===== config.mk =====
export PLATFORM = sky130hd
export DESIGN_NAME = fos_fifo
export DESIGN_NICKNAME = d
export VERILOG_FILES = /design/src/hdl/assert_macros.svh /design/src/hdl/fos_fifo.sv
export SDC_FILE = /design/constraint.sdc
export NUM_CORES = 1
export LEC_CHECK = 0
export BUFFER_PORTS_ARGS = -buffer_cell sky130_fd_sc_hd__buf_2
export CAP_MARGIN = 20
export CORE_MARGIN = 2
export CORE_UTILIZATION = 48
export DETAILED_ROUTE_END_ITERATION = 10
export PLACE_DENSITY_LB_ADDON = 0.15
export SYNTH_ARGS = -nofsm -noshare
export SYNTH_HDL_FRONTEND = slang
export SYNTH_SLANG_ARGS = --single-unit
export TNS_END_PERCENT = 30

===== constraint.sdc =====
create_clock -name clk_i -period 2.01 [get_ports clk_i]
set_input_delay 0.1005 -clock clk_i [delete_from_list [all_inputs] [get_ports clk_i]]
set_output_delay 0.1005 -clock clk_i [all_outputs]
set_load 0.01 [all_outputs]

===== src/hdl/assert_macros.svh =====
// Assertion macros used by the top level of the frame outcome stamper.
// Depends on a clock named clk_i and an active-low reset named rst_ni in scope.
`ifndef ASSERT_MACROS_SVH
`define ASSERT_MACROS_SVH

// Checked at every rising edge outside of reset.
`define ASSERT_RST(label, prop, msg) \
  label: assert property (@(posedge clk_i) disable iff (!rst_ni) (prop)) else $error(msg);

// Checked at every rising edge, reset included.
`define ASSERT_ALL(label, prop, msg) \
  label: assert property (@(posedge clk_i) (prop)) else $error(msg);

`endif


===== src/hdl/fos_fifo.sv =====
// Small register-based first-in first-out queue of generic width and depth.
// Depends on nothing else.
`default_nettype none

module fos_fifo #(
  parameter int unsigned WIDTH = 8,
  parameter int unsigned DEPTH = 2
) (
  input  wire logic             clk_i,
  input  wire logic             rst_ni,
  input  wire logic             push_i,
  input  wire logic [WIDTH-1:0] data_i,
  output logic                  full_o,
  input  wire logic             pop_i,
  output logic      [WIDTH-1:0] data_o,
  output logic                  empty_o
);

  localparam int unsigned PtrW = (DEPTH > 1) ? $clog2(DEPTH) : 1;
  localparam int unsigned CntW = $clog2(DEPTH + 1);

  logic [WIDTH-1:0] mem_q [DEPTH];
  logic [PtrW-1:0]  wr_ptr_q, wr_ptr_d;
  logic [PtrW-1:0]  rd_ptr_q, rd_ptr_d;
  logic [CntW-1:0]  cnt_q, cnt_d;
  logic             do_push;
  logic             do_pop;

  assign full_o  = (cnt_q == CntW'(DEPTH));
  assign empty_o = (cnt_q == '0);
  assign do_push = push_i && !full_o;
  assign do_pop  = pop_i && !empty_o;
  assign data_o  = mem_q[rd_ptr_q];

  always_comb begin
    wr_ptr_d = wr_ptr_q;
    rd_ptr_d = rd_ptr_q;
    cnt_d    = cnt_q;
    if (do_push) begin
      wr_ptr_d = (wr_ptr_q == PtrW'(DEPTH - 1)) ? '0 : wr_ptr_q + PtrW'(1);
    end
    if (do_pop) begin
      rd_ptr_d = (rd_ptr_q == PtrW'(DEPTH - 1)) ? '0 : rd_ptr_q + PtrW'(1);
    end
    if (do_push && !do_pop) begin
      cnt_d = cnt_q + CntW'(1);
    end else if (do_pop && !do_push) begin
      cnt_d = cnt_q - CntW'(1);
    end
  end

  always_ff @(posedge clk_i or negedge rst_ni) begin
    if (!rst_ni) begin
      wr_ptr_q <= '0;
      rd_ptr_q <= '0;
      cnt_q    <= '0;
    end else begin
      wr_ptr_q <= wr_ptr_d;
      rd_ptr_q <= rd_ptr_d;
      cnt_q    <= cnt_d;
    end
  end

  always_ff @(posedge clk_i) begin
    if (do_push) begin
      mem_q[wr_ptr_q] <= data_i;
    end
  end

endmodule

`default_nettype wire


==> run_summary.xml <==
<?xml version="1.0" encoding="UTF-8"?>
<metrics>
  <group name="status">
    <metric name="status" unit="">completed</metric>
  </group>
  <group name="yosys">
    <metric name="synth_fa_ha_area_share" unit="%">1.60</metric>
    <metric name="post_synth_main_area_contributors" unit="">sky130_fd_sc_hd__edfxtp_1 61%, sky130_fd_sc_hd__dfrtp_1 13%, sky130_fd_sc_hd__mux2_1 8.6%, sky130_fd_sc_hd__mux2_2 2.9%, sky130_fd_sc_hd__xnor2_1 2.2%</metric>
    <metric name="area_share_of_and_or_nand_nor_cells_after_synthesis" unit="%">3.84</metric>
    <metric name="synth_seq_area_share" unit="%">74.2</metric>
    <metric name="synth_area_per_cell" unit="um2">17.8</metric>
    <metric name="synth.top_cells.by_count" unit="">16 x sky130_fd_sc_hd__edfxtp_1, 6 x sky130_fd_sc_hd__mux2_1, 4 x sky130_fd_sc_hd__dfrtp_1</metric>
    <metric name="synth_enable_flop_cells" unit="">16</metric>
    <metric name="synthesis.yosys.warnings" unit="">0</metric>
    <metric name="synth_compound_area_share" unit="%">0.640</metric>
    <metric name="synthesis.nets" unit="">57</metric>
    <metric name="synth_largest_type_area_fraction" unit="%">61.4</metric>
    <metric name="cell_area_after_technology_mapping" unit="um2">782</metric>
    <metric name="synth_async_sr_flop_share" unit="%">20.0</metric>
    <metric name="post_synth_inst_count" unit="">44</metric>
    <metric name="synth_xor_xnor_area_share" unit="%">6.56</metric>
    <metric name="post-synth-top-count-cell" unit="">sky130_fd_sc_hd__edfxtp_1</metric>
    <metric name="muxShareOfSynthArea" unit="%">11.5</metric>
    <metric name="yosysUniqueCellTypes" unit="">15</metric>
    <metric name="yosys.area.top_type" unit="">sky130_fd_sc_hd__edfxtp_1</metric>
    <metric name="synth_top_family_by_area" unit="">multiplexers</metric>
    <metric name="ff_latch_count_synth" unit="">20</metric>
    <metric name="synthFlopType" unit="">sky130_fd_sc_hd__edfxtp_1</metric>
  </group>
  <group name="power_and_ir_drop">
    <metric name="power.share.sequential" unit="%">47.1</metric>
    <metric name="power.net_switching" unit="uW">405</metric>
    <metric name="clock_power_share" unit="%">22.3</metric>
    <metric name="power_frac_comb" unit="%">30.6</metric>
    <metric name="max-vdd-ir-drop" unit="V">0.000705</metric>
    <metric name="p_leak" unit="uW">0.000445</metric>
    <metric name="power.density" unit="nW/um2">1350</metric>
    <metric name="power_switching_share" unit="%">28.6</metric>
    <metric name="int_pwr" unit="uW">1010</metric>
  </group>
  <group name="timing">
    <metric name="worst_slew_pin_slew" unit="ns">0.365</metric>
    <metric name="rsz0062_at_grt" unit="">false</metric>
    <metric name="final_hold_vio_count" unit="">0</metric>
    <metric name="post-route-period-util" unit="%">73.4</metric>
    <metric name="finalWorstPathRequiredPeriod" unit="ns">1.47</metric>
    <metric name="finalSetupTns" unit="ns">0</metric>
    <metric name="max_slew_margin_vs_limit" unit="%">75.6</metric>
    <metric name="fin_worst_skew" unit="ns">0.00137</metric>
    <metric name="fmax" unit="MHz">678</metric>
    <metric name="hold-worst-slack" unit="ns">0.0914</metric>
    <metric name="count_of_endpoints_failing_setup_in_the_final_report" unit="">0</metric>
    <metric name="report.final.slew_viol_count" unit="">0</metric>
  </group>
  <group name="global_routing">
    <metric name="initial_antenna_violation_count" unit="">0</metric>
    <metric name="grt_pass1_wl" unit="mm">1.78</metric>
    <metric name="globalRouteTotalUtil" unit="%">12.7</metric>
    <metric name="first_global_vias" unit="">427</metric>
    <metric name="largest_net_degree_at_the_start_of_global_routing" unit="">13</metric>
    <metric name="grt-ovfl-total" unit="">0</metric>
  </group>
  <group name="worst_setup_path">
    <metric name="critical_path_required" unit="ns">1.91</metric>
    <metric name="timing.reg2reg.setup_slack" unit="ns">0.55</metric>
    <metric name="worst-r2r-cell-count" unit="">6</metric>
    <metric name="reg_to_reg_critical_path_startpoint" unit="">cnt_q[0]</metric>
    <metric name="timing.critical_path.to_type" unit="">output port</metric>
    <metric name="cp_max_fo" unit="">9</metric>
    <metric name="timing.critical_path.arrival" unit="ns">1.37</metric>
    <metric name="setup.worst_path.start_class" unit="">register</metric>
    <metric name="timing.setup.critical_path_class" unit="">register to output port</metric>
    <metric name="rr_endpoint" unit="">cnt_q[1]</metric>
  </group>
  <group name="clock_network">
    <metric name="clkLatencyLatePin" unit="ns">0.29</metric>
    <metric name="clk_transition_reported_paths" unit="ns">0.11</metric>
    <metric name="tritoncts_num_sinks" unit="">20</metric>
    <metric name="post_cts_resized" unit="">0</metric>
    <metric name="root_buffer" unit="">sky130_fd_sc_hd__clkbuf_4</metric>
    <metric name="tritoncts" unit="">done</metric>
    <metric name="cts.htree.levels" unit="">1</metric>
    <metric name="ctsLongestPathBuffers" unit="">2</metric>
    <metric name="tritoncts_buffer_count" unit="">3</metric>
  </group>
  <group name="placed_design">
    <metric name="globalplace.congestion" unit="">0.706</metric>
    <metric name="buffer_ports.inserted" unit="">21</metric>
    <metric name="hpwl" unit="um">777</metric>
  </group>
  <group name="layout">
    <metric name="postLayoutCoreUtil" unit="%">69.0</metric>
    <metric name="multi_input_area" unit="um2">189</metric>
    <metric name="number_of_nets_in_the_layout" unit="">92</metric>
    <metric name="drive_gt1_share" unit="%">38.5</metric>
    <metric name="seq_cell_area" unit="um2">581</metric>
    <metric name="final.fill_count" unit="">110</metric>
    <metric name="flow.area_growth_from_synthesis" unit="%">34.6</metric>
    <metric name="insertedDiodeCount" unit="">0</metric>
  </group>
  <group name="drt">
    <metric name="first_pass_iters" unit="">3</metric>
    <metric name="routed-via-count" unit="">443</metric>
    <metric name="final_antenna_net_count" unit="">0</metric>
    <metric name="routed_via_count_divided_by_cell_count" unit="">4.71</metric>
    <metric name="drt_wl_total" unit="mm">1.10</metric>
    <metric name="first_iter_violations" unit="">1</metric>
    <metric name="route.detailed.wl_per_inst" unit="um">11.7</metric>
    <metric name="drc" unit="">0</metric>
  </group>
  <group name="floorplan">
    <metric name="core.rowCount" unit="">14</metric>
    <metric name="initial_core_util" unit="%">51.3</metric>
    <metric name="design.die.area" unit="um2">1970</metric>
    <metric name="die_h" unit="um">44.4</metric>
    <metric name="i_o_pins" unit="">22</metric>
    <metric name="die_w" unit="um">44.4</metric>
    <metric name="fp.coreArea" unit="um2">1520</metric>
  </group>
  <group name="worst_hold_path">
    <metric name="hold_path_origin" unit="">push_i</metric>
    <metric name="hold_path_stages" unit="">3</metric>
    <metric name="timing.hold.worst_endpoint" unit="">wr_ptr_q</metric>
    <metric name="timing.hold.worst.class" unit="">input port to register</metric>
  </group>
  <group name="flow_run">
    <metric name="maxCapViolCount" unit="">0</metric>
  </group>
</metrics>
flip-flops by register name (all words and copies together) (netlist names):
register,cells
mem_q,16
cnt_q,2
rd_ptr_q,1
wr_ptr_q,1
layer usage:
layer  GRT usage, %  part of all wire [%]
met5              0                     0
met4           1.82                     0
met3           4.08                   5.9
met2           22.1                    49
met1           15.8                    45
cell usage in the layout, fill, tap and decap left out, drive strengths merged:
cell type	n
and3	1
xnor2	3
nor2	3
clkbuf	3
xor2	2
inv	2
dlygate4sd3	9
mux2	8
nand2b	1
buf	22
bufinv	1
edfxtp	16
dfrtp	4
o21ai	1
nand2	1
ha	1
worst max path at each step:
stage,start,slack [ns],cells after the start,endpoint
after global placement,cnt_q[0],0.55,4,mem_q[0][3]
final,rd_ptr_q,0.54,2,data_o[6]
after detailed placement,cnt_q[0],0.55,6,cnt_q[1]
after global routing,cnt_q[0],0.38,6,cnt_q[1]
after floorplan,cnt_q[0],0.62,3,mem_q[0][0]
after CTS,rd_ptr_q,0.51,2,data_o[2]
through the flow:
step	cells	power, uW	area (um2)	setup WS, ns
after floorplan	44	958	782	0.618
after global placement	81	1100	910	0.548
after detailed placement	81	1110	910	0.547
after CTS	94	1430	1050	0.507
after global routing	94	1510	1050	0.383
final	94	1420	1050	0.535
cell type report:
class | count | area share (%)
Clock buffer | 3 | 2.14
Clock inverter | 1 | 2.85
Inverter | 2 | 0.713
Multi-Input combinational cell | 21 | 18.0
Sequential cell | 20 | 55.2
Tap cell | 16 | 1.90
Timing Repair Buffer | 31 | 19.3
kinds of logic (layout without fill, tap and decap cells):
logic type               count (synthesis)  count (layout)
flip-flops                              20              20
multiplexers                             8               8
AND/OR/NAND/NOR                          6               6
XOR/XNOR                                 5               5
buffers and inverters                    3              37
adder cells (fa/ha/maj)                  1               1
AO/OA/AOI/OAI                            1               1
what timing repair did:
action                    CTS  global route
buffers inserted            0             0
hold buffers                9             0
hold endpoints to repair   20             0
critical path, stage by stage (launching register included):
cell and delay [ns]:
sky130_fd_sc_hd__dfrtp_1 0.58, sky130_fd_sc_hd__mux2_1 0.37, sky130_fd_sc_hd__buf_2 0.14
power by group through the flow:
stage / logic (uW) / clock network (uW) / registers [uW]
after floorplan: 327 / 0 / 631
after detailed placement: 430 / 0 / 678
after global placement: 421 / 0 / 678
final: 434 / 315 / 667
after CTS: 442 / 323 / 670
after global routing: 483 / 340 / 683
Note: power is estimated with default switching activity, not from simulation.
