**src/hdl/assert_macros.svh**
```systemverilog
// Assertion macros used by the top level of the frame outcome stamper.
// Depends on a clock named clk_i and an active-low reset named rst_ni in scope.
`ifndef ASSERT_MACROS_SVH
`define ASSERT_MACROS_SVH

// Checked at every rising edge outside of reset.
`define ASSERT_RST(label, prop, msg) \
  label: assert property (@(posedge clk_i) disable iff (!rst_ni) (prop)) else $error(msg);

// Checked at every rising edge, reset included.
`define ASSERT_ALL(label, prop, msg) \
  label: assert property (@(posedge clk_i) (prop)) else $error(msg);

`endif

```
**src/hdl/fos_pkg.sv**
```systemverilog
// Types, codes and constants of the frame outcome stamper.
// Used by fos_front, fos_back and the top level; depends on nothing else.
`default_nettype none

package fos_pkg;

  localparam int unsigned CfgIdxW = 8;

  typedef enum logic [1:0] {
    OUT_RECEIVED   = 2'd0,
    OUT_TIMEOUT    = 2'd1,
    OUT_INCOMPLETE = 2'd2,
    OUT_DROPPED    = 2'd3
  } outcome_e;

  typedef enum logic [CfgIdxW-1:0] {
    REG_FIRST_ID     = 8'd0,
    REG_PERIOD       = 8'd1,
    REG_DEFAULT_SIZE = 8'd2,
    REG_START        = 8'd3
  } cfg_reg_e;

  localparam logic [31:0] FirstIdReset     = 32'd0;
  localparam logic [31:0] PeriodReset      = 32'd33333333;
  localparam logic [31:0] DefaultSizeReset = 32'd1;
  localparam logic [63:0] StartReset       = 64'd0;
  localparam logic [63:0] StampBumpNs      = 64'd1000;

  typedef struct packed {
    logic [1:0]  outcome;
    logic [31:0] reported_size;
    logic [15:0] stall_count;
  } in_item_t;

  typedef struct packed {
    logic [31:0] frame_number;
    logic [63:0] stamp_ns;
    logic [31:0] frame_bytes;
    logic        is_dropped;
    logic [1:0]  event_kind;
    logic [31:0] count_received;
    logic [31:0] count_dropped;
    logic [31:0] count_timeout;
    logic [31:0] count_incomplete;
    logic [31:0] stall_sum;
  } out_item_t;

  // Classified item handed from the front part to the timestamp pipeline.
  typedef struct packed {
    logic [31:0] frame_number;
    logic [31:0] frame_bytes;
    logic [1:0]  event_kind;
    logic [31:0] count_received;
    logic [31:0] count_dropped;
    logic [31:0] count_timeout;
    logic [31:0] count_incomplete;
    logic [31:0] stall_sum;
  } mid_item_t;

  typedef struct packed {
    logic               valid;
    logic [CfgIdxW-1:0] index;
    logic [63:0]        data;
  } cfg_wr_t;

  function automatic logic [31:0] sat_inc(input logic [31:0] v);
    return (v == '1) ? v : v + 32'd1;
  endfunction

endpackage

`default_nettype wire

```
**src/hdl/fos_back.sv**
```systemverilog
// Back part: three-stage timestamp pipeline and the strictly increasing stamp rule.
// Depends on fos_pkg.
`default_nettype none

module fos_back import fos_pkg::*; (
  input  wire logic      clk_i,
  input  wire logic      rst_ni,
  input  wire cfg_wr_t   cfg_i,
  input  wire logic      mid_empty_i,
  input  wire mid_item_t mid_item_i,
  output logic           mid_pop_o,
  input  wire logic      out_full_i,
  output logic           out_push_o,
  output out_item_t      out_item_o
);

  logic [31:0] period_q, period_d;
  logic [63:0] start_q, start_d;
  logic [63:0] last_q;
  logic        have_last_q;

  logic        s1_v_q, s2_v_q, s3_v_q;
  mid_item_t   s1_item_q, s2_item_q, s3_item_q;
  logic [32:0] s1_factor_q;
  logic [63:0] s2_prod_q;
  logic [63:0] s3_raw_q;
  logic [64:0] prod_full;
  logic        en1, en2, en3;
  logic [63:0] stamp;

  assign out_push_o = s3_v_q && !out_full_i;
  assign en3        = !s3_v_q || out_push_o;
  assign en2        = !s2_v_q || en3;
  assign en1        = !s1_v_q || en2;
  assign mid_pop_o  = !mid_empty_i && en1;
  assign prod_full  = period_q * s1_factor_q;

  always_comb begin
    stamp = s3_raw_q;
    if (have_last_q && (s3_raw_q <= last_q)) begin
      stamp = last_q + StampBumpNs;
    end
  end

  always_comb begin
    out_item_o.frame_number     = s3_item_q.frame_number;
    out_item_o.stamp_ns         = stamp;
    out_item_o.frame_bytes      = s3_item_q.frame_bytes;
    out_item_o.is_dropped       = (s3_item_q.event_kind != OUT_RECEIVED);
    out_item_o.event_kind       = s3_item_q.event_kind;
    out_item_o.count_received   = s3_item_q.count_received;
    out_item_o.count_dropped    = s3_item_q.count_dropped;
    out_item_o.count_timeout    = s3_item_q.count_timeout;
    out_item_o.count_incomplete = s3_item_q.count_incomplete;
    out_item_o.stall_sum        = s3_item_q.stall_sum;
  end

  always_comb begin
    period_d = period_q;
    start_d  = start_q;
    if (cfg_i.valid) begin
      case (cfg_reg_e'(cfg_i.index))
        REG_PERIOD: begin
          period_d = cfg_i.data[31:0];
        end
        REG_START: begin
          start_d = cfg_i.data;
        end
        default: begin
          period_d = period_q;
        end
      endcase
    end
  end

  always_ff @(posedge clk_i or negedge rst_ni) begin
    if (!rst_ni) begin
      period_q    <= PeriodReset;
      start_q     <= StartReset;
      last_q      <= '0;
      have_last_q <= 1'b0;
      s1_v_q      <= 1'b0;
      s2_v_q      <= 1'b0;
      s3_v_q      <= 1'b0;
    end else begin
      period_q <= period_d;
      start_q  <= start_d;
      if (out_push_o) begin
        last_q      <= stamp;
        have_last_q <= 1'b1;
      end
      if (en1) begin
        s1_v_q <= !mid_empty_i;
      end
      if (en2) begin
        s2_v_q <= s1_v_q;
      end
      if (en3) begin
        s3_v_q <= s2_v_q;
      end
    end
  end

  always_ff @(posedge clk_i) begin
    if (mid_pop_o) begin
      s1_item_q   <= mid_item_i;
      s1_factor_q <= {1'b0, mid_item_i.frame_number} + {1'b0, mid_item_i.stall_sum};
    end
    if (en2 && s1_v_q) begin
      s2_item_q <= s1_item_q;
      s2_prod_q <= prod_full[63:0];
    end
    if (en3 && s2_v_q) begin
      s3_item_q <= s2_item_q;
      s3_raw_q  <= start_q + s2_prod_q;
    end
  end

endmodule

`default_nettype wire

```
**config.mk**
```make
export PLATFORM = sky130hd
export DESIGN_NAME = fos_back
export DESIGN_NICKNAME = d
export VERILOG_FILES = /design/src/hdl/assert_macros.svh /design/src/hdl/fos_pkg.sv /design/src/hdl/fos_back.sv
export SDC_FILE = /design/constraint.sdc
export NUM_CORES = 2
export LEC_CHECK = 0
export ABC_AREA = 1
export BUFFER_PORTS_ARGS = -buffer_cell sky130_fd_sc_hd__buf_2
export CELL_PAD_IN_SITES_DETAIL_PLACEMENT = 0
export CELL_PAD_IN_SITES_GLOBAL_PLACEMENT = 1
export CORE_MARGIN = 2
export CORE_UTILIZATION = 35
export CTS_CLUSTER_SIZE = 30
export DETAILED_ROUTE_END_ITERATION = 12
export GPL_ROUTABILITY_DRIVEN = 0
export GPL_TIMING_DRIVEN = 0
export PLACE_DENSITY_LB_ADDON = 0.25
export SYNTH_ARGS = -nofsm -noshare
export SYNTH_HDL_FRONTEND = slang
export SYNTH_SLANG_ARGS = --single-unit
```
**constraint.sdc**
```tcl
create_clock -name clk_i -period 32.4 [get_ports clk_i]
set_clock_uncertainty 0.05 [all_clocks]
set_input_delay 4.86 -clock clk_i [delete_from_list [all_inputs] [get_ports clk_i]]
set_output_delay 4.86 -clock clk_i [all_outputs]
set_load 0.02 [all_outputs]
```
==> metrics.cfg <==
[status]
status = completed

[synthesis]
synth_area_per_cell_um2 = 9.69
ys_ff_latch = 1003
synth_nets = 9667
synth_cell_types = 58
synthFlopType = edfxtp_1
synth-edff-count = 839
synth_warnings = 0
syn_area_um2 = 77700
synthArstFlopShare_pct = 16.4
syn_inst = 8019
yosysSeqAreaShare_pct = 37.7

[die]
fp.dieArea_um2 = 226000
rows = 173
core_area_um2 = 221000
die_x_um = 475
num_io_pins = 596
start_util_pct = 35.1
die_y_um = 475

[drt]
wl_per_cell_um = 22.4
wirelength_um = 265000
vias = 56700
viasPerCell = 4.79
firstDrtPassIters = 5
ant_nets = 0
drcViolationCount = 0
dr.first_iter.drc_count = 4444

[clocking]
numCtsBuffers = 105
cts.clk_slew.worst_paths_ps = 60
root_buffer = clkbuf_16
cts_tree = yes
cts_max_path_buffers = 3
cts_resized = 0
hold_buffers = 0
cts_max_level = 3
cts.sinks = 1003
clk_latency_ps = 780
cts_setup_buffers = 0

[layout]
final_cell_mix = inv_1 (1908), nand2_1 (1872), fa_1 (927)
regArea_um2 = 29300
multi_input_area_um2 = 40100
fillCellCount = 22100
drive_gt1_share_pct = 10.5
fin_area_um2 = 88700
fin_nets = 10400
final_common_cell = inv_1
syn_to_final_growth_pct = 14.1

[placement]
dpl.hpwl_um = 222000
numPortBuffers = 595
place_area_um2 = 85100

[timing]
period_minus_slack_ps = 12160
finalCritPeriodShare_pct = 37.5
max_freq_mhz = 82.2
tns_ps = 0
maxSlewViolCount = 0
hold_viol = 0
setup_violations = 0
rsz0062_at_grt = false
maxSlewHeadroom_pct = 6.65
tightest_slew_ps = 1400

[pwr]
intPower_uw = 3060
power.switching_uw = 2120
pwr-share-comb_pct = 41.9
leakage_uw = 0.0436
swShare_pct = 41.0
clkPwrFrac_pct = 23.8
ir_worst_vdd_uv = 48.5
seqPwrFrac_pct = 34.3
powerDensity_nw_per_um2 = 58.4

[setup_path]
worst_ep_arrival_time_ps = 7250
cp_common_cell = buf_12
path_cells = buf_2 > nand2_1 > nor2_1 > a21oi_4 > buf_12 > buf_16 > buf_12 > buf_12 > buf_12 > buf_2
worstSetupPathType = input pin to primary output
slowest_stage = a21oi_4
start_kind = input pin
cp_slowest_stage_delay_ps = 680
end_kind = primary output
critPathRequiredTime_ps = 27490
crit_path_max_fanout = 25

[grt]
grt_most_used_layer = met2
met2_usage_pct = 38.9
antenna_found_initial = 38
grtUsageMet3_pct = 4.23
grt_start_max_net_pins = 108
grt_pass1_vias = 59100
grt_pass1_wl_um = 390000
grt_overflow_total = 0
grt_util_met1_pct = 30.9
track_usage_pct = 23.5

[flow_run]
max_cap_violations = 0

[worst_hold_path]
hold_class = flop to flop

==> sequential cells by signal (all words and copies together), names as in the netlist <==
register / cells
s3_raw_q: 64
out_item_o: 226
last_q: 64
s1_v_q: 1
period_q: 32
s3_v_q: 1
s2_item_q: 226
s2_prod_q: 64
have_last_q: 1
s2_v_q: 1
s1_item_q: 226
start_q: 64
s1_factor_q: 33
==> cell type report <==
class | count | share of cell area [%]
Antenna cell | 16 | 0.0451
Buffer | 276 | 1.31
Clock buffer | 134 | 3.12
Clock inverter | 64 | 0.907
Inverter | 1917 | 8.12
Multi-Input combinational cell | 4823 | 45.2
Sequential cell | 1003 | 33.0
Tap cell | 2975 | 4.20
Timing Repair Buffer | 621 | 4.06
==> critical path: cells and delay by family <==
kind / cells / cell delay, ps
buffers and inverters: 7 / 1440
AO/OA/AOI/OAI: 1 / 680
AND/OR/NAND/NOR: 2 / 170
==> Yosys cell counts (all sizes together), types with 60 or more instances <==
| master | instances | area, um^2 |
|---|---|---|
| nor2 | 346 | 1340 |
| nor3 | 60 | 394 |
| fa | 927 | 18600 |
| o21ai | 195 | 987 |
| nand2 | 1887 | 7140 |
| edfxtp | 839 | 25200 |
| nand3 | 257 | 1300 |
| a21oi | 238 | 1200 |
| inv | 1916 | 7190 |
| clkbuf | 246 | 933 |
| xor2 | 154 | 1350 |
| and2 | 70 | 438 |
| dfrtp | 151 | 3780 |
| ha | 418 | 5230 |
==> routing by layer <==
metal	vias to the layer above	part of all wire (%)
met5	-	0.037
met4	16	3.9
met3	432	7.3
met2	1965	47
met1	28300	42
li1	25900	-
==> worst paths after layout <==
kind	cells past startpoint	endpoint	start	slack (ps)
max	10	mid_pop_o	out_full_i	20240
min	0	out_item_o[153]	s2_item_q[153]	280
max reg2reg	25	s2_prod_q[56]	period_q[14]	23530
min reg2reg	0	out_item_o[153]	s2_item_q[153]	280
max in group asynchronous	2	period_q[21]	rst_ni	27340
min in group asynchronous	1	last_q[28]	rst_ni	3980
==> power groups by stage <==
stage | combinational, uW | sequential, uW | clock (uW)
floorplan | 1330 | 1820 | 0
global placement | 2120 | 1860 | 0
detailed placement | 2160 | 1800 | 0
CTS | 2170 | 1770 | 1270
global route | 2400 | 1790 | 1320
finish | 2170 | 1780 | 1230
==> through the flow <==
stage	utilization [%]	cells	total power (uW)	setup WS [ps]	hold WS [ps]
6_report	40.1	11800	5180	20240	285
5_1_grt	40.0	11800	5510	20040	283
4_1_cts	40.0	11800	5210	20200	269
3_5_place_dp	38.4	11600	3950	20190	355
3_3_place_gp	38.1	11600	3990	648	350
2_1_floorplan	-	8019	3140	9840	350
==> cell families (layout without fill, tap and decap cells) <==
family | Yosys count | count (layout) | synth area share [%]
AO/OA/AOI/OAI | 559 | 559 | 4.02
XOR/XNOR | 200 | 200 | 2.25
adder cells (fa/ha/maj) | 1345 | 1345 | 30.6
buffers and inverters | 2193 | 3012 | 10.7
flip-flops | 1003 | 1003 | 37.7
multiplexers | 32 | 32 | 0.464
other | 0 | 16 | 0
AND/OR/NAND/NOR | 2687 | 2687 | 14.2
No activity file was read; power rests on OpenSTA's default activity.
