File: config.mk
export PLATFORM = sky130hd
export DESIGN_NAME = fos_front
export DESIGN_NICKNAME = d
export VERILOG_FILES = /design/src/hdl/assert_macros.svh /design/src/hdl/fos_pkg.sv /design/src/hdl/fos_front.sv
export SDC_FILE = /design/constraint.sdc
export NUM_CORES = 1
export LEC_CHECK = 0
export ABC_AREA = 1
export BUFFER_PORTS_ARGS = -buffer_cell sky130_fd_sc_hd__buf_2
export CELL_PAD_IN_SITES_DETAIL_PLACEMENT = 1
export CELL_PAD_IN_SITES_GLOBAL_PLACEMENT = 1
export CORE_MARGIN = 2
export CORE_UTILIZATION = 39
export CTS_CLUSTER_SIZE = 24
export DETAILED_ROUTE_END_ITERATION = 12
export PLACE_DENSITY = 0.88
export SLEW_MARGIN = 5
export SYNTH_ARGS = -nofsm -noshare
export SYNTH_HDL_FRONTEND = slang
export SYNTH_SLANG_ARGS = --single-unit
File: constraint.sdc
create_clock -name clk_i -period 3.49 [get_ports clk_i]
set_input_delay 0.698 -clock clk_i [delete_from_list [all_inputs] [get_ports clk_i]]
set_output_delay 0.698 -clock clk_i [all_outputs]
set_load 0.005 [all_outputs]
File: src/hdl/assert_macros.svh
// Assertion macros used by the top level of the frame outcome stamper.
// Depends on a clock named clk_i and an active-low reset named rst_ni in scope.
`ifndef ASSERT_MACROS_SVH
`define ASSERT_MACROS_SVH

// Checked at every rising edge outside of reset.
`define ASSERT_RST(label, prop, msg) \
  label: assert property (@(posedge clk_i) disable iff (!rst_ni) (prop)) else $error(msg);

// Checked at every rising edge, reset included.
`define ASSERT_ALL(label, prop, msg) \
  label: assert property (@(posedge clk_i) (prop)) else $error(msg);

`endif

File: src/hdl/fos_pkg.sv
// Types, codes and constants of the frame outcome stamper.
// Used by fos_front, fos_back and the top level; depends on nothing else.
`default_nettype none

package fos_pkg;

  localparam int unsigned CfgIdxW = 8;

  typedef enum logic [1:0] {
    OUT_RECEIVED   = 2'd0,
    OUT_TIMEOUT    = 2'd1,
    OUT_INCOMPLETE = 2'd2,
    OUT_DROPPED    = 2'd3
  } outcome_e;

  typedef enum logic [CfgIdxW-1:0] {
    REG_FIRST_ID     = 8'd0,
    REG_PERIOD       = 8'd1,
    REG_DEFAULT_SIZE = 8'd2,
    REG_START        = 8'd3
  } cfg_reg_e;

  localparam logic [31:0] FirstIdReset     = 32'd0;
  localparam logic [31:0] PeriodReset      = 32'd33333333;
  localparam logic [31:0] DefaultSizeReset = 32'd1;
  localparam logic [63:0] StartReset       = 64'd0;
  localparam logic [63:0] StampBumpNs      = 64'd1000;

  typedef struct packed {
    logic [1:0]  outcome;
    logic [31:0] reported_size;
    logic [15:0] stall_count;
  } in_item_t;

  typedef struct packed {
    logic [31:0] frame_number;
    logic [63:0] stamp_ns;
    logic [31:0] frame_bytes;
    logic        is_dropped;
    logic [1:0]  event_kind;
    logic [31:0] count_received;
    logic [31:0] count_dropped;
    logic [31:0] count_timeout;
    logic [31:0] count_incomplete;
    logic [31:0] stall_sum;
  } out_item_t;

  // Classified item handed from the front part to the timestamp pipeline.
  typedef struct packed {
    logic [31:0] frame_number;
    logic [31:0] frame_bytes;
    logic [1:0]  event_kind;
    logic [31:0] count_received;
    logic [31:0] count_dropped;
    logic [31:0] count_timeout;
    logic [31:0] count_incomplete;
    logic [31:0] stall_sum;
  } mid_item_t;

  typedef struct packed {
    logic               valid;
    logic [CfgIdxW-1:0] index;
    logic [63:0]        data;
  } cfg_wr_t;

  function automatic logic [31:0] sat_inc(input logic [31:0] v);
    return (v == '1) ? v : v + 32'd1;
  endfunction

endpackage

`default_nettype wire

File: src/hdl/fos_front.sv
// Front part: numbers and classifies each frame report and keeps the counters.
// Depends on fos_pkg.
`default_nettype none

module fos_front import fos_pkg::*; (
  input  wire logic      clk_i,
  input  wire logic      rst_ni,
  input  wire cfg_wr_t   cfg_i,
  input  wire logic      push_i,
  input  wire in_item_t  in_item_i,
  input  wire logic      mid_full_i,
  output logic           mid_push_o,
  output mid_item_t      mid_item_o
);

  logic [31:0] first_id_q, first_id_d;
  logic [31:0] def_size_q, def_size_d;
  logic [31:0] next_id_q, next_id_d;
  logic [31:0] stall_q, stall_d;
  logic [31:0] rcv_q, rcv_d;
  logic [31:0] drp_q, drp_d;
  logic [31:0] tmo_q, tmo_d;
  logic [31:0] inc_q, inc_d;
  logic [32:0] stall_sum;
  logic [31:0] quarter;
  logic [31:0] bytes;
  logic        accept;

  assign accept = push_i && !mid_full_i;

  always_comb begin
    first_id_d = first_id_q;
    def_size_d = def_size_q;
    next_id_d  = next_id_q;
    stall_d    = stall_q;
    rcv_d      = rcv_q;
    drp_d      = drp_q;
    tmo_d      = tmo_q;
    inc_d      = inc_q;
    bytes      = '0;
    stall_sum  = {1'b0, stall_q} + {17'b0, in_item_i.stall_count};
    quarter    = def_size_q >> 2;

    if (accept) begin
      stall_d   = stall_sum[32] ? '1 : stall_sum[31:0];
      next_id_d = next_id_q + 32'd1;
      case (outcome_e'(in_item_i.outcome))
        OUT_TIMEOUT: begin
          tmo_d = sat_inc(tmo_q);
          drp_d = sat_inc(drp_q);
        end
        OUT_INCOMPLETE: begin
          if (in_item_i.reported_size != '0) begin
            bytes = in_item_i.reported_size;
          end else begin
            bytes = (quarter == '0) ? 32'd1 : quarter;
          end
          inc_d = sat_inc(inc_q);
          drp_d = sat_inc(drp_q);
        end
        OUT_DROPPED: begin
          drp_d = sat_inc(drp_q);
        end
        OUT_RECEIVED: begin
          bytes = (in_item_i.reported_size != '0) ? in_item_i.reported_size : def_size_q;
          rcv_d = sat_inc(rcv_q);
        end
        default: begin
          bytes = '0;
        end
      endcase
    end

    if (cfg_i.valid) begin
      case (cfg_reg_e'(cfg_i.index))
        REG_FIRST_ID: begin
          first_id_d = cfg_i.data[31:0];
          next_id_d  = cfg_i.data[31:0];
        end
        REG_DEFAULT_SIZE: begin
          def_size_d = cfg_i.data[31:0];
        end
        default: begin
          def_size_d = def_size_q;
        end
      endcase
    end
  end

  always_comb begin
    mid_push_o                  = accept;
    mid_item_o.frame_number     = next_id_q;
    mid_item_o.frame_bytes      = bytes;
    mid_item_o.event_kind       = in_item_i.outcome;
    mid_item_o.count_received   = rcv_d;
    mid_item_o.count_dropped    = drp_d;
    mid_item_o.count_timeout    = tmo_d;
    mid_item_o.count_incomplete = inc_d;
    mid_item_o.stall_sum        = stall_d;
  end

  always_ff @(posedge clk_i or negedge rst_ni) begin
    if (!rst_ni) begin
      first_id_q <= FirstIdReset;
      def_size_q <= DefaultSizeReset;
      next_id_q  <= FirstIdReset;
      stall_q    <= '0;
      rcv_q      <= '0;
      drp_q      <= '0;
      tmo_q      <= '0;
      inc_q      <= '0;
    end else begin
      first_id_q <= first_id_d;
      def_size_q <= def_size_d;
      next_id_q  <= next_id_d;
      stall_q    <= stall_d;
      rcv_q      <= rcv_d;
      drp_q      <= drp_d;
      tmo_q      <= tmo_d;
      inc_q      <= inc_d;
    end
  end

endmodule

`default_nettype wire

==> impl_summary.log <==
[metrics] initial cell density of the core: 39.5%
[metrics] number of antenna violations at the first check in global routing: 4
[metrics] overall die height: 199 um
[metrics] relative area change from synthesis to final layout: 23.0%
[metrics] netlist area before placement: 14800 um^2
[metrics] required arrival time at the worst endpoint: 2790 ps
[metrics] total placed cells including tap cells: 2988
[metrics] reg-to-reg critical path startpoint: stall_q[0]
[metrics] maximum clock insertion buffer count: 3
[metrics] Final Instance Count excl. Fillers: 3044
[metrics] main combinational cell family by area after synthesis: simple AND/OR/NAND/NOR gates
[metrics] portion of total power attributed to the clock network: 34.2%
[metrics] die width: 199 um
[metrics] Buffers on Ports: 321
[metrics] Tmin final: 3340 ps
[metrics] count of mapped cells out of synthesis: 2173
[metrics] final net count: 2658
[metrics] Initial DRC Count: 665
[metrics] count of synthesis-stage warnings from yosys: 0
[metrics] arrival time reported for the critical path endpoint: 2650 ps
[metrics] count of distinct cell types in the synthesized netlist: 47
[metrics] slew at the pin with the worst max-slew slack: 784 ps
[metrics] leftover overflow at the end of global routing: 0
[metrics] maximum number of pins on one net before global-route repair: 91
[metrics] Placement Rows: 71
[metrics] area of the multi-input gates: 8180 um^2
[metrics] final number of hold-violating endpoints: 0
[metrics] combinational power share: 29.0%
[metrics] filler instances: 4961
[metrics] unrepaired setup endpoints after global routing: yes
[metrics] fraction of final layout cells sized beyond drive strength 1: 20.8%
[metrics] clock sink count: 224
[metrics] post-route cell area: 18300 um^2
[metrics] worst-path maximum fanout: 7
[metrics] Leak Pwr: 9.30 nW
[metrics] Pre-Repair DR Iteration Count: 4
[metrics] Seq/Total Area, Yosys: 37.8%
[metrics] final period utilization: 95.8%
[metrics] overall track demand over capacity in global routing: 26.8%
[metrics] most frequently used cell type in the post-synthesis netlist: nand2_1
[metrics] post-synth top area share: 37.6%
[metrics] flip-flop and latch count after synthesis: 224
[metrics] destination of the worst register-to-register timing path: stall_q[15]
[metrics] RD Place Congestion: 0.916
[metrics] count of pins over their slew limit: 0
[metrics] max cap viols: 0
[metrics] adder-cell share of the synthesized area: 1.91%
[metrics] Synth area leaders: dfrtp_1 (38%), nand2_1 (18%), nor2_1 (7.5%)
[metrics] area inside the core boundary: 37600 um^2
[metrics] Die Area: 39600 um^2
[metrics] syn nets: 2322
[metrics] number of buffers created by CTS: 28
[metrics] largest vdd supply drop: 0.429 mV
[metrics] post-detailed-placement half-perimeter wirelength: 42100 um
[metrics] most frequent cells after synthesis: nand2_1 (693), nor2_1 (297), inv_1 (270)
[metrics] number of setup violations in the final report: 0
[metrics] post-synthesis compound-gate area fraction: 4.89%
[metrics] DP Area: 17100 um^2
[metrics] largest area contributor in the synthesized netlist: dfrtp_1
[metrics] wire length per cell after detailed routing: 17.9 um
[metrics] Setup CP Type: register to primary output
[metrics] xor-xnor portion of the synthesized cell area: 6.31%
[metrics] post-synthesis average cell area: 6.83 um^2
[metrics] TritonCTS clock tree: built
[metrics] achievable frequency: 0.299 GHz
[metrics] kind of start point of the critical path: register
[metrics] worst relative slew slack: 47.7%
[metrics] CP endpoint kind: primary output
[metrics] insertion delay to the later sink of the worst-skew pair: 570 ps
[metrics] clock slew at reported path FFs: 60 ps
[metrics] DRT Wirelength: 54400 um
[metrics] number of flops mapped to enable cells by yosys: 0
[metrics] total net switching power: 3.07 mW
[metrics] via count of the first global-routing pass: 16200
[metrics] Via Count: 15600
[metrics] cts-stage hold buffer count: 0
[metrics] mux contribution to synthesized area: 0.152%
[metrics] storage element area: 5610 um^2
[metrics] number of I/O pins: 354
[metrics] fraction of the mapped netlist area in simple logic gates: 40.6%
[metrics] number of cells on the worst reg-to-reg path: 12
[metrics] share of total power consumed by net switching: 35.3%
[metrics] run status: completed
[metrics] ys async rst share: 100%
[metrics] setup slack of the worst register-to-register path: 1400 ps
[metrics] Hold Crit Class: input port to asynchronous set/reset pin
[metrics] most frequently used flop master after synthesis: dfrtp_1
[metrics] residual DRC count: 0
[metrics] global-route wire length before repair: 84700 um
[metrics] CTS Root Cell: clkbuf_16
[metrics] Final Skew: 22.8 ps
[metrics] mean number of vias per cell: 5.14
[metrics] power density over cell area: 476 nW/um^2
[metrics] remaining number of nets flagged by the antenna check after routing: 0
[metrics] Internal Power: 5.63 mW
[metrics] sequential power share: 36.8%
[metrics] Clock H-tree levels: 1
==> stage by stage <==
step                TNS (ps)  hold slack, ps  setup slack (ps)  total power [mW]  util (%)
CTS                        0             177              10.8              8.66      48.1
detailed placement         0             483              58.9              5.62      45.6
finish                     0             143               145              8.70      48.6
floorplan                  0             402               543              4.63         -
global placement           0             477              68.6              5.51      45.6
global route           -62.0             211             -23.7              9.20      48.6
==> placed cells by master (no fill, tap or decap), types with 12 or more instances in the layout <==
cell / count
a21oi_1: 72
buf_2: 319
buf_4: 18
clkbuf_16: 29
dfrtp_1: 223
ha_1: 15
inv_1: 270
nand2_1: 685
nand2_2: 27
nand3_1: 169
nand3_2: 12
nand3b_1: 25
nand4_1: 40
nor2_1: 291
nor2_2: 35
nor2_4: 15
nor3_1: 31
o21ai_0: 54
xnor2_1: 56
xor2_1: 48
==> critical path, cell delays in order, from the launching register on <==
cell	delay [ps]
dfrtp_1	380
ha_2	200
fa_2	360
nand2_1	80
nand3_1	110
nand3_2	90
nand2_2	90
nand2_2	90
nand2_4	100
nand2_1	120
nand2_4	110
nor2_1	170
nor2_2	70
buf_2	130
==> timing repair <==
action / CTS / global route
gates resized for setup: 5 / 31
gates cloned: 0 / 2
pin swaps: 0 / 2
setup buffers: 0 / 0
setup endpoints to repair: 9 / 41
==> logic make-up (layout without fill, tap and decap cells) <==
group,count (synthesis),in the layout
DFF,224,224
xor gates and xnor gates,106,106
muxes,2,2
buffers and inverters,319,674
AOI/OAI and AO/OA,140,140
adders and majority gates,22,22
other,0,3
and+or+nand+nor,1360,1362
==> power by group through the flow <==
stage               clock network, mW  logic, mW  registers [mW]
global route                     3.12       2.84            3.24
floorplan                           0       1.49            3.14
detailed placement                  0       2.40            3.22
CTS                              3.04       2.44            3.18
global placement                    0       2.31            3.20
finish                           2.97       2.52            3.20
==> final cells by class <==
class	instances	share of cell area, %
flip-flops and latches	224	30.7
clock buffers	39	4.45
inverters	280	5.77
diodes	3	0.0411
repair buffers	343	10.1
well taps	511	3.50
multi-input cells	1632	44.8
clock inverters	12	0.678
==> metal layers <==
metal  global-route usage, %  routed length (um)
met1                    33.7               23000
met2                    47.1               26800
met3                    4.25                2810
met4                    8.04                1710
met5                       0                  16
==> worst max path at each step <==
stage / from / end / slack (ps)
detailed placement: in_item_i[0] / mid_item_o[14] / 60
global placement: in_item_i[0] / mid_item_o[15] / 70
CTS: stall_q[6] / mid_item_o[27] / 10
finish: stall_q[0] / mid_item_o[15] / 150
global route: stall_q[0] / mid_item_o[24] / -20
floorplan: in_item_i[0] / mid_item_o[10] / 540
==> registers in the layout (all words and copies together) (netlist names) <==
| signal | cells |
|---|---|
| def_size_q | 32 |
| drp_q | 32 |
| inc_q | 32 |
| next_id_q | 32 |
| rcv_q | 32 |
| stall_q | 32 |
| tmo_q | 32 |
Power figures use the tool's default switching activity.
